`config.mk`:
```
export PLATFORM = sky130hd
export DESIGN_NAME = bitmask_autotile_row_renderer
export DESIGN_NICKNAME = d
export VERILOG_FILES = /design/src/hw/rtl/abtr_pkg.sv /design/src/hw/rtl/bitmask_autotile_row_renderer.sv /design/src/hw/rtl/abtr_row_mem.sv /design/src/hw/rtl/abtr_entry_gen.sv
export SDC_FILE = /design/constraint.sdc
export NUM_CORES = 2
export LEC_CHECK = 0
export BUFFER_PORTS_ARGS = -buffer_cell sky130_fd_sc_hd__buf_4
export CORE_UTILIZATION = 30
export CTS_BUF_LIST = sky130_fd_sc_hd__clkbuf_8
export DETAILED_ROUTE_END_ITERATION = 12
export HOLD_SLACK_MARGIN = 0.05
export PLACE_DENSITY = 0.51
export SYNTH_ARGS = -nofsm -noshare
export SYNTH_HDL_FRONTEND = slang
export SYNTH_SLANG_ARGS = --single-unit
```
`constraint.sdc`:
```
create_clock -name aclk -period 16.1 [get_ports aclk]
set_input_delay 1.61 -clock aclk [delete_from_list [all_inputs] [get_ports aclk]]
set_output_delay 1.61 -clock aclk [all_outputs]
set_load 0.005 [all_outputs]
```
`src/hw/rtl/abtr_pkg.sv`:
```
`default_nettype none

package abtr_pkg;

    localparam int DEFAULT_MAP_ROWS    = 256;
    localparam int DEFAULT_MAX_COLUMNS = 16;

    localparam int ROW_W    = 16;
    localparam int INDEX_W  = 8;
    localparam int COLS_W   = 5;
    localparam int OFFSET_W = 12;
    localparam int TILE_W   = 16;

    localparam logic [TILE_W-1:0] PALETTE_BIT = 16'h1000;
    localparam logic [TILE_W-1:0] SOLID_BASE  = 16'd64;
    localparam logic [COLS_W-1:0] COLS_RESET  = 5'd16;

    localparam logic OP_LOAD   = 1'b0;
    localparam logic OP_RENDER = 1'b1;

    typedef enum logic [2:0] {
        ST_CLEAR,
        ST_IDLE,
        ST_RD_CUR,
        ST_RD_UP,
        ST_RD_DN,
        ST_START
    } ctrl_state_t;

    // Handoff from the row sequencer to the entry generator.
    typedef struct packed {
        logic              start;
        logic [4:0]        row_lo;
        logic [COLS_W-1:0] width;
        logic [ROW_W-1:0]  cur;
        logic [ROW_W-1:0]  up;
        logic [ROW_W-1:0]  down;
    } gen_start_t;

    // Offset step of each of the four entries of one cell.
    function automatic logic [5:0] entry_step(input logic [1:0] k);
        logic [5:0] s;
        unique case (k)
            2'd0:    s = 6'd0;
            2'd1:    s = 6'd1;
            2'd2:    s = 6'd32;
            default: s = 6'd33;
        endcase
        return s;
    endfunction

endpackage

`default_nettype wire

```
`src/hw/rtl/bitmask_autotile_row_renderer.sv`:
```
`default_nettype none
// Load items produce no transfer; the row word is written on acceptance.
// Render items: three memory reads (current, above, below row), then the generator start;
// the entries follow one per cycle while m_ready is high, 4*columns_in_use transfers in all
// (column count saturated to MAX_COLUMNS).
// The next item is taken once the last entry sits in the output register.
// Reset (aresetn, synchronous, active low) clears every memory row in a sweep; items wait.

module bitmask_autotile_row_renderer #(
    parameter int MAP_ROWS    = abtr_pkg::DEFAULT_MAP_ROWS,
    parameter int MAX_COLUMNS = abtr_pkg::DEFAULT_MAX_COLUMNS
) (
    input  wire                           aclk,
    input  wire                           aresetn,
    input  wire                           cfg_valid,
    output logic                          cfg_ready,
    input  wire [abtr_pkg::COLS_W-1:0]    cfg_data,
    input  wire                           s_valid,
    output logic                          s_ready,
    input  wire                           s_opcode,
    input  wire [abtr_pkg::INDEX_W-1:0]   s_row_index,
    input  wire [abtr_pkg::ROW_W-1:0]     s_row_cells,
    output logic                          m_valid,
    input  wire                           m_ready,
    output logic [abtr_pkg::OFFSET_W-1:0] m_map_offset,
    output logic [abtr_pkg::TILE_W-1:0]   m_tile_entry,
    output logic                          m_last_of_row
);
    import abtr_pkg::*;

    localparam int AW = (MAP_ROWS > 1) ? $clog2(MAP_ROWS) : 1;
    localparam logic [COLS_W-1:0] MAX_COLS = COLS_W'(MAX_COLUMNS);
    localparam logic [AW-1:0]     LAST_ROW = AW'(MAP_ROWS - 1);

    ctrl_state_t state_reg, state_next;

    logic [COLS_W-1:0]  cols_reg;
    logic [AW-1:0]      clr_reg, clr_next;
    logic [INDEX_W-1:0] row_reg;
    logic               cur_ok_reg, up_top_reg, up_ok_reg, dn_ok_reg;
    logic [ROW_W-1:0]   cur_reg, up_reg;

    logic               mem_we;
    logic [AW-1:0]      mem_waddr, mem_raddr;
    logic [ROW_W-1:0]   mem_wdata, mem_rdata;

    gen_start_t         gen_start;
    logic               gen_busy;
    logic               s_xfer;
    logic [COLS_W-1:0]  width_sat;

    assign s_xfer    = s_valid && s_ready;
    assign cfg_ready = 1'b1;
    assign width_sat = (cols_reg > MAX_COLS) ? MAX_COLS : cols_reg;

    // Register write: the field is five bits wide, saturation happens at render start.
    always_ff @(posedge aclk) begin
        if (!aresetn) begin
            cols_reg <= COLS_RESET;
        end else if (cfg_valid && cfg_ready) begin
            cols_reg <= cfg_data;
        end
    end

    // Next state.
    always_comb begin
        state_next = state_reg;
        clr_next   = clr_reg;
        unique case (state_reg)
            ST_CLEAR: begin
                clr_next = clr_reg + 1'b1;
                if (clr_reg == LAST_ROW) begin
                    state_next = ST_IDLE;
                end
            end
            ST_IDLE: begin
                if (s_xfer && (s_opcode == OP_RENDER)) begin
                    state_next = ST_RD_CUR;
                end
            end
            ST_RD_CUR: state_next = ST_RD_UP;
            ST_RD_UP:  state_next = ST_RD_DN;
            ST_RD_DN:  state_next = ST_START;
            ST_START:  state_next = ST_IDLE;
            default:   state_next = ST_IDLE;
        endcase
    end

    // Outputs of the sequencer: memory ports, input ready and generator start.
    always_comb begin
        s_ready         = 1'b0;
        mem_we          = 1'b0;
        mem_waddr       = AW'(s_row_index);
        mem_wdata       = s_row_cells;
        mem_raddr       = AW'(row_reg);
        gen_start       = '0;
        gen_start.row_lo = row_reg[4:0];
        gen_start.width = width_sat;
        gen_start.cur   = cur_reg;
        gen_start.up    = up_reg;
        gen_start.down  = dn_ok_reg ? mem_rdata : '0;
        unique case (state_reg)
            ST_CLEAR: begin
                mem_we    = 1'b1;
                mem_waddr = clr_reg;
                mem_wdata = '0;
            end
            ST_IDLE: begin
                s_ready = !gen_busy;
                // Drop loads beyond the map.
                mem_we  = s_xfer && (s_opcode == OP_LOAD) && (32'(s_row_index) < MAP_ROWS);
            end
            ST_RD_CUR: mem_raddr = AW'(row_reg);
            ST_RD_UP:  mem_raddr = AW'(row_reg - 8'd1);
            ST_RD_DN:  mem_raddr = AW'({1'b0, row_reg} + 9'd1);
            ST_START:  gen_start.start = 1'b1;
            default: begin
            end
        endcase
    end

    always_ff @(posedge aclk) begin
        if (!aresetn) begin
            state_reg <= ST_CLEAR;
            clr_reg   <= '0;
        end else begin
            state_reg <= state_next;
            clr_reg   <= clr_next;
        end
    end

    // Hold the render row and its range checks; capture read data as it returns.
    always_ff @(posedge aclk) begin
        if (s_xfer) begin
            row_reg    <= s_row_index;
            cur_ok_reg <= 32'(s_row_index) < MAP_ROWS;
            up_top_reg <= (s_row_index == '0);
            up_ok_reg  <= 32'(s_row_index) <= MAP_ROWS;
            dn_ok_reg  <= (32'(s_row_index) + 32'd1) < MAP_ROWS;
        end
        if (state_reg == ST_RD_UP) begin
            cur_reg <= cur_ok_reg ? mem_rdata : '0;
        end
        if (state_reg == ST_RD_DN) begin
            // Row above row 0 counts as solid.
            up_reg <= up_top_reg ? '1 : (up_ok_reg ? mem_rdata : '0);
        end
    end

    abtr_row_mem #(
        .DEPTH(MAP_ROWS),
        .AW   (AW)
    ) u_mem (
        .aclk (aclk),
        .we   (mem_we),
        .waddr(mem_waddr),
        .wdata(mem_wdata),
        .raddr(mem_raddr),
        .rdata(mem_rdata)
    );

    abtr_entry_gen u_gen (
        .aclk         (aclk),
        .aresetn      (aresetn),
        .start_i      (gen_start),
        .busy         (gen_busy),
        .m_valid      (m_valid),
        .m_ready      (m_ready),
        .m_map_offset (m_map_offset),
        .m_tile_entry (m_tile_entry),
        .m_last_of_row(m_last_of_row)
    );

`ifndef SYNTHESIS
    a_start_when_free: assert property (@(posedge aclk) disable iff (!aresetn)
        gen_start.start |-> !gen_busy)
        else $error("generator started while busy");

    a_no_output_in_clear: assert property (@(posedge aclk) disable iff (!aresetn)
        (state_reg == ST_CLEAR) |-> !m_valid)
        else $error("transfer offered during clearing sweep");

    a_palette_bit: assert property (@(posedge aclk) disable iff (!aresetn)
        m_valid |-> m_tile_entry[12])
        else $error("tile entry without palette bit");

    a_last_is_step33: assert property (@(posedge aclk) disable iff (!aresetn)
        (m_valid && m_last_of_row) |-> (m_map_offset[0] && m_map_offset[5]))
        else $error("row end flagged on an entry other than the last of a cell");
`endif

endmodule

`default_nettype wire

```
`src/hw/rtl/abtr_row_mem.sv`:
```
`default_nettype none

module abtr_row_mem #(
    parameter int DEPTH = 256,
    parameter int AW    = 8
) (
    input  wire                        aclk,
    input  wire                        we,
    input  wire [AW-1:0]               waddr,
    input  wire [abtr_pkg::ROW_W-1:0]  wdata,
    input  wire [AW-1:0]               raddr,
    output logic [abtr_pkg::ROW_W-1:0] rdata
);
    import abtr_pkg::*;

    logic [ROW_W-1:0] mem [DEPTH];

    always_ff @(posedge aclk) begin
        if (we) begin
            mem[waddr] <= wdata;
        end
    end

    always_ff @(posedge aclk) begin
        rdata <= mem[raddr];
    end

endmodule

`default_nettype wire

```
`src/hw/rtl/abtr_entry_gen.sv`:
```
`default_nettype none

module abtr_entry_gen (
    input  wire                         aclk,
    input  wire                         aresetn,
    input  wire abtr_pkg::gen_start_t   start_i,
    output logic                        busy,
    output logic                        m_valid,
    input  wire                         m_ready,
    output logic [abtr_pkg::OFFSET_W-1:0] m_map_offset,
    output logic [abtr_pkg::TILE_W-1:0] m_tile_entry,
    output logic                        m_last_of_row
);
    import abtr_pkg::*;

    logic                active_reg, active_next;
    logic [3:0]          col_reg, col_next;
    logic [1:0]          k_reg, k_next;
    logic [COLS_W-1:0]   width_reg;
    logic [4:0]          row_lo_reg;
    logic [ROW_W-1:0]    cur_reg, up_reg, down_reg;
    logic                valid_reg, valid_next;
    logic [OFFSET_W-1:0] offset_reg;
    logic [TILE_W-1:0]   tile_reg;
    logic                last_reg;

    logic [COLS_W-1:0]   col_p1;
    logic                right, left, solid;
    logic [3:0]          mask;
    logic [TILE_W-1:0]   tile_base;
    logic [5:0]          step;
    logic [OFFSET_W-1:0] base;
    logic                last_entry;
    logic                load_out;

    always_comb begin
        col_p1     = {1'b0, col_reg} + 5'd1;
        solid      = cur_reg[col_reg];
        right      = (col_p1 >= width_reg) || cur_reg[col_reg + 4'd1];
        left       = (col_reg == 4'd0) || cur_reg[col_reg - 4'd1];
        mask       = {down_reg[col_reg], left, up_reg[col_reg], right};
        tile_base  = solid ? (PALETTE_BIT | (SOLID_BASE + {11'd0, mask, 1'b0})) : PALETTE_BIT;
        step       = entry_step(k_reg);
        base       = {row_lo_reg[4], 1'b0, row_lo_reg[3:0], 1'b0, col_reg, 1'b0};
        last_entry = (col_p1 == width_reg) && (k_reg == 2'd3);
        load_out   = active_reg && (!valid_reg || m_ready);
    end

    always_comb begin
        active_next = active_reg;
        col_next    = col_reg;
        k_next      = k_reg;
        valid_next  = valid_reg;
        if (start_i.start) begin
            active_next = (start_i.width != '0);
            col_next    = '0;
            k_next      = '0;
        end else if (load_out) begin
            k_next = k_reg + 2'd1;
            if (k_reg == 2'd3) begin
                col_next = col_reg + 4'd1;
            end
            if (last_entry) begin
                active_next = 1'b0;
            end
        end
        if (load_out) begin
            valid_next = 1'b1;
        end else if (m_ready) begin
            valid_next = 1'b0;
        end
    end

    always_ff @(posedge aclk) begin
        if (!aresetn) begin
            active_reg <= 1'b0;
            valid_reg  <= 1'b0;
            col_reg    <= '0;
            k_reg      <= '0;
        end else begin
            active_reg <= active_next;
            valid_reg  <= valid_next;
            col_reg    <= col_next;
            k_reg      <= k_next;
        end
    end

    always_ff @(posedge aclk) begin
        if (start_i.start) begin
            width_reg  <= start_i.width;
            row_lo_reg <= start_i.row_lo;
            cur_reg    <= start_i.cur;
            up_reg     <= start_i.up;
            down_reg   <= start_i.down;
        end
        if (load_out) begin
            offset_reg <= base + {6'd0, step};
            tile_reg   <= tile_base + {10'd0, step};
            last_reg   <= last_entry;
        end
    end

    assign busy          = active_reg;
    assign m_valid       = valid_reg;
    assign m_map_offset  = offset_reg;
    assign m_tile_entry  = tile_reg;
    assign m_last_of_row = last_reg;

endmodule

`default_nettype wire

```
== After elaboration in Yosys (flattened, before gate mapping) ==
Memories as Yosys holds them, arrays and structs flattened. A register that Yosys moved wholly into a read port is not among the register bits.
Cells that the tools add are included.

* Logic and storage cells: 103
* Register bits: 153
* RAM bits: 4,096
* Memories: 1

{| class="wikitable"
|+ Memory list
! memory !! depth !! width !! rd ports !! clocked after Yosys merged registers in !! wr ports !! line !! RTL
|-
| u_mem.mem || 256 || 16 || 1 || 1 || 1 || abtr_row_mem.sv:16 || <nowiki>logic [ROW_W-1:0] mem [DEPTH];</nowiki>
|}

* Magnitude comparators: 6
* Multiplexer cells: 29
* $add $sub $neg: 11
* Reductions and logical operators: 22
* Bitwise operators: 2
* Equality and inequality tests: 12

{| class="wikitable"
|+ Operators by type and width
! cell !! count
|-
| 16-bit 2-to-1 mux || 2
|-
| 1-bit binary-select mux with 4-bit select || 5
|-
| 6-bit one-hot mux with 3 select lines || 1
|-
| 16-bit by 6-bit adder with 16-bit output || 1
|-
| 8-bit by 1-bit adder with 8-bit output, second input constant || 2
|-
| 8-bit one-hot mux with 2 select lines || 1
|-
| 4-bit by 5-bit less-than comparator with 1-bit output, second input constant || 3
|-
| 3-bit one-hot mux with 5 select lines || 1
|-
| 1-bit 2-to-1 mux || 14
|-
| 12-bit by 6-bit adder with 12-bit output || 1
|-
| 8-bit by 1-bit adder with 9-bit output, second input constant || 1
|-
| 9-bit less-than comparator, second input constant || 1
|-
| 7-bit by 5-bit adder with 8-bit output, first input constant || 1
|-
| 8-bit equality test, second input constant || 1
|-
| 8-bit zero test || 1
|-
| 8-bit 2-to-1 mux || 1
|-
| 8-bit by 1-bit subtractor with 8-bit output, second input constant || 1
|-
| 3-bit by 2-bit equality test with 1-bit output, second input constant || 2
|-
| 3-bit equality test, second input constant || 2
|-
| 3-bit 2-to-1 mux || 2
|-
| 2-bit AND reduction || 3
|-
| 2-bit nonzero test || 3
|-
| 4-bit by 1-bit adder with 5-bit output, second input constant || 1
|-
| 5-bit equality test || 1
|-
| other kinds (20) || 30
|}

== Longest topological paths before layout ==
* Depth in word-level cells: 7
* Mapped depth: 18

== Modules after synthesis ==
A second synthesis with hierarchy kept.

* Cells, all modules: 7,819
* Area total of the unflattened synthesis: 165,304.8 um2

{| class="wikitable"
|+ By module, submodules not included
! module !! area each (um2) !! instances !! seq. area each (um2) !! cells an instance
|-
| abtr_row_mem || 158,714.7 || 1 || 123,318.3 || 7,360
|-
| abtr_entry_gen || 3,739.8 || 1 || 2,412.3 || 211
|-
| bitmask_autotile_row_renderer || 2,850.2 || 1 || 1,581.5 || 248
|}

== Least setup slack after synthesis ==
No wires, ideal clock.

* Path kind: reg-to-reg
* From: register state_reg[1]
* To: memory u_mem.mem[0][10] (data pin)
* Stages on the path, launching flop included: 7
* Data arrival time: 4,859 ps
* Data required time: 15,230 ps
* Path slack: 10,371 ps
* Cells stage by stage: dfxtp_1 -> clkbuf_1 -> or3_1 -> clkbuf_1 -> clkbuf_1 -> clkbuf_1 -> and2_1

* Cells in the longest elaborated chain, start to end: 2

{| class="wikitable"
|+ Ends and longest elaborated chain
! item !! line !! RTL
|-
| start: declaration || bitmask_autotile_row_renderer.sv:35 || <nowiki>ctrl_state_t state_reg, state_next;</nowiki>
|-
| start signal: assignment || bitmask_autotile_row_renderer.sv:127 || <nowiki>state_reg <= state_next;</nowiki>
|-
| 3-bit zero test || bitmask_autotile_row_renderer.sv:102 || <nowiki>unique case (state_reg)</nowiki>
|-
| 16-bit 2-to-1 mux || bitmask_autotile_row_renderer.sv:102 ||
|-
| via mem_wdata[10] || bitmask_autotile_row_renderer.sv:45 || <nowiki>logic [ROW_W-1:0] mem_wdata, mem_rdata;</nowiki>
|-
| end: declaration || abtr_row_mem.sv:16 ||
|}

The timed path passes the listed nets, and every way through them passes these cells.

== Worst setup path after layout ==
* From: register state_reg[2]
* To: register u_mem.rdata[9] in the netlist's numbering (read register of u_mem.mem)

* Cells in the longest elaborated chain, start to end: 2

{| class="wikitable"
|+ Ends and longest elaborated chain
! item !! line !! RTL
|-
| 3-bit equality test or 3-bit by 2-bit equality test with 1-bit output (tied branches) || bitmask_autotile_row_renderer.sv:102 ||
|-
| 8-bit one-hot mux with 2 select lines (*) || bitmask_autotile_row_renderer.sv:102 ||
|-
| end: declaration || abtr_row_mem.sv:12 || <nowiki>output logic [abtr_pkg::ROW_W-1:0] rdata</nowiki>
|}

Every way passes the cells marked *; elsewhere a longest branch is shown, timed or not.
A chain may end at the register's enable or synchronous reset.

==> flow_summary.ini <==
[finish]
finalNonFillerCells = 18360
multiInputGateArea_um2 = 36320
n_fill_cell = 52460
final_cell_mix = edfxtp_1 (4213), nand2_1 (1510), nand3_1 (847)
drive_gt1_frac = 0.1792
largest_reg_flops = 4096
regMostFlops = u_mem.mem
final_common_cell = edfxtp_1
fin_nets = 10560
seqCellArea_um2 = 127300
area_delta_synth_final_pct = 13.78

[place]
place.gp.congestion = 0.8586
dp.cells = 17090
dp_hpwl_mm = 314.6
portBuffers = 55
place_ws_ps = 8000

[cts]
cts-root-buf = clkbuf_8
clkTransAtPathRegs_ps = 70
cts_setup_buffers = 0
cts_resized = 0
cts_tree = yes
cts-htree-levels = 6
clock_path_buffers = 4
cts.sinks = 4253
cts_made_buffers = 696
holdBufCountCts = 0
clkLatencyLatePin_ps = 1310

[yosys]
synth_edf_count = 4213
synthArstFlopShare = 0
ys.flop_type = edfxtp_1
syn_avg_cell_area_um2 = 16.75
syn_inst = 9950
syn-cell-area_um2 = 166700
yosysUniqueCellTypes = 87
yosysWarningCount = 0
ys_ff_latch = 4253
ys_seq_area_frac = 0.7638

[timing]
fin_worst_skew_ps = 73.25
hold_viol = 0
min_period_over_period = 0.5146
setup_violations = 0
setup_ws_ps = 7814
relSlewSlack = -0.03931
timing.fmax_ghz = 0.1207
whs_ps = 414.3
fin_setup_tns_ps = 0
rsz0062_at_grt = false
period_needed_ps = 8286
slew_viol_final = 2
tightest_slew_ps = 1550

[drt]
wl_met3_mm = 45.22
first_pass_iters = 8
met2_length_mm = 251.7
drt_wl_total_mm = 541.9
viasPerCell = 5.326
postRouteAntennaNets = 0
route.vias.total = 97780
wl_met1_mm = 219.4
top_signal_layer_used = met5
drtIter0Drc = 11130
post-route-drc-count = 0
wire_per_inst_um = 29.52

[setup_path]
slowest_stage = nor4_1
crit_buf_inv = 4
cpPeakStageDelay_ps = 1030
crit_required_ps = 17210
critPathCaptureType = register
path_cells = or3b_1 -> fa_1 -> nand4b_1 -> and2_1 -> nand2_8 -> buf_4 -> buf_12 -> buf_4 -> buf_4 -> mux2i_1 -> a221oi_1 -> o221ai_1 -> nand4_1 -> nor4_1 -> nor4_1
path_common_cell = buf_4
crit_family = simple AND/OR/NAND/NOR gates
critical_path_class = reg2reg
cp_max_fo = 128
crit_arrival_ps = 9400
cp-start-kind = register

[floorplanning]
start_util = 0.3014
die_x_um = 747.4
die_y_um = 747.4
die-area_um2 = 558600
placementRows = 273
ios = 67
fp.coreArea_um2 = 553000

[status]
violations = capacitance limit, slew limit
status = finished, violations left

[job]
cap_viol_max_count = 1

[pwr]
ir_drop_mv = 0.08286
p_leak_uw = 0.05734
power_per_cell_area_nw_per_um2 = 109.9
total_power_uw = 20840

[grt]
grt_pass1_vias = 95860
antenna_found_initial = 38
grt_pass1_wl_mm = 751.1
grt_max_degree = 195
gr-total-overflow = 0
grt_usage = 0.1870

[worst_hold_path]
hp-class = reg2reg
==> cell type report <==
type,instances,share of cell area
antenna,16,0.0002111
clock buffer,709,0.05146
clock inverter,539,0.01512
inverter,18,0.0003563
multi-input combinational,5010,0.1915
sequential,4253,0.6713
tap,7287,0.04808
timing repair buffer,525,0.02189
==> final timing paths <==
kind                              from                   endpoint  slack, ps  depth (start not counted)
max          state_reg[2]$_SDFFE_PN0P_     u_mem.rdata[9]$_DFF_P_       7810                         15
min            up_reg[3]$_SDFFCE_PP1P_  u_gen.up_reg[3]$_DFFE_PP_        410                          0
max reg2reg  state_reg[2]$_SDFFE_PN0P_     u_mem.rdata[9]$_DFF_P_       7810                         15
min reg2reg    up_reg[3]$_SDFFCE_PP1P_  u_gen.up_reg[3]$_DFFE_PP_        410                          0
==> layer usage <==
| layer | up-vias | track usage |
|---|---|---|
| li1 | 40520 | - |
| met1 | 51470 | 0.2492 |
| met2 | 4780 | 0.2961 |
| met3 | 994 | 0.03745 |
| met4 | 20 | 0.08361 |
| met5 | - | 0 |
==> cell usage after synthesis, drive strengths merged (93+ instances only) <==
| library cell | instances | area share |
|---|---|---|
| a21oi | 192 | 0.0058 |
| a31oi | 116 | 0.0044 |
| a32oi | 145 | 0.0077 |
| buf | 440 | 0.015 |
| clkbuf | 238 | 0.0054 |
| edfxtp | 4213 | 0.76 |
| mux2i | 342 | 0.021 |
| mux4 | 468 | 0.063 |
| nand2 | 1530 | 0.035 |
| nand3 | 848 | 0.025 |
| nand4 | 93 | 0.0035 |
| nor2 | 317 | 0.0072 |
| o211ai | 153 | 0.0069 |
==> report_power, final <==
group | switching (uW) | internal (uW) | total (uW)
Clock | 4430 | 4330 | 8760
Combinational | 53.7 | 15.9 | 69.6
Sequential | 5.16 | 12000 | 12000
Total | 4490 | 16300 | 20800
==> cell families (layout without fill, tap and decap cells) <==
group / Yosys count / count (layout) / share of synthesized area
muxes: 812 / 812 / 0.08391
adders and majority gates: 20 / 20 / 0.001546
xor gates and xnor gates: 15 / 15 / 0.0007882
and+or+nand+nor: 3068 / 3068 / 0.08149
other: 2 / 27 / 0.00004506
AOI/OAI and AO/OA: 1084 / 1084 / 0.04735
DFF: 4253 / 4253 / 0.7638
buffers and inverters: 696 / 1791 / 0.02104
==> through the flow <==
stage,util,instance area [um^2]
finish,0.3429,189600
global route,0.3429,189600
CTS,0.3428,189600
detailed placement,0.3200,177000
global placement,0.3200,176900
floorplan,-,166700
Note: power is estimated with default switching activity, not from simulation.
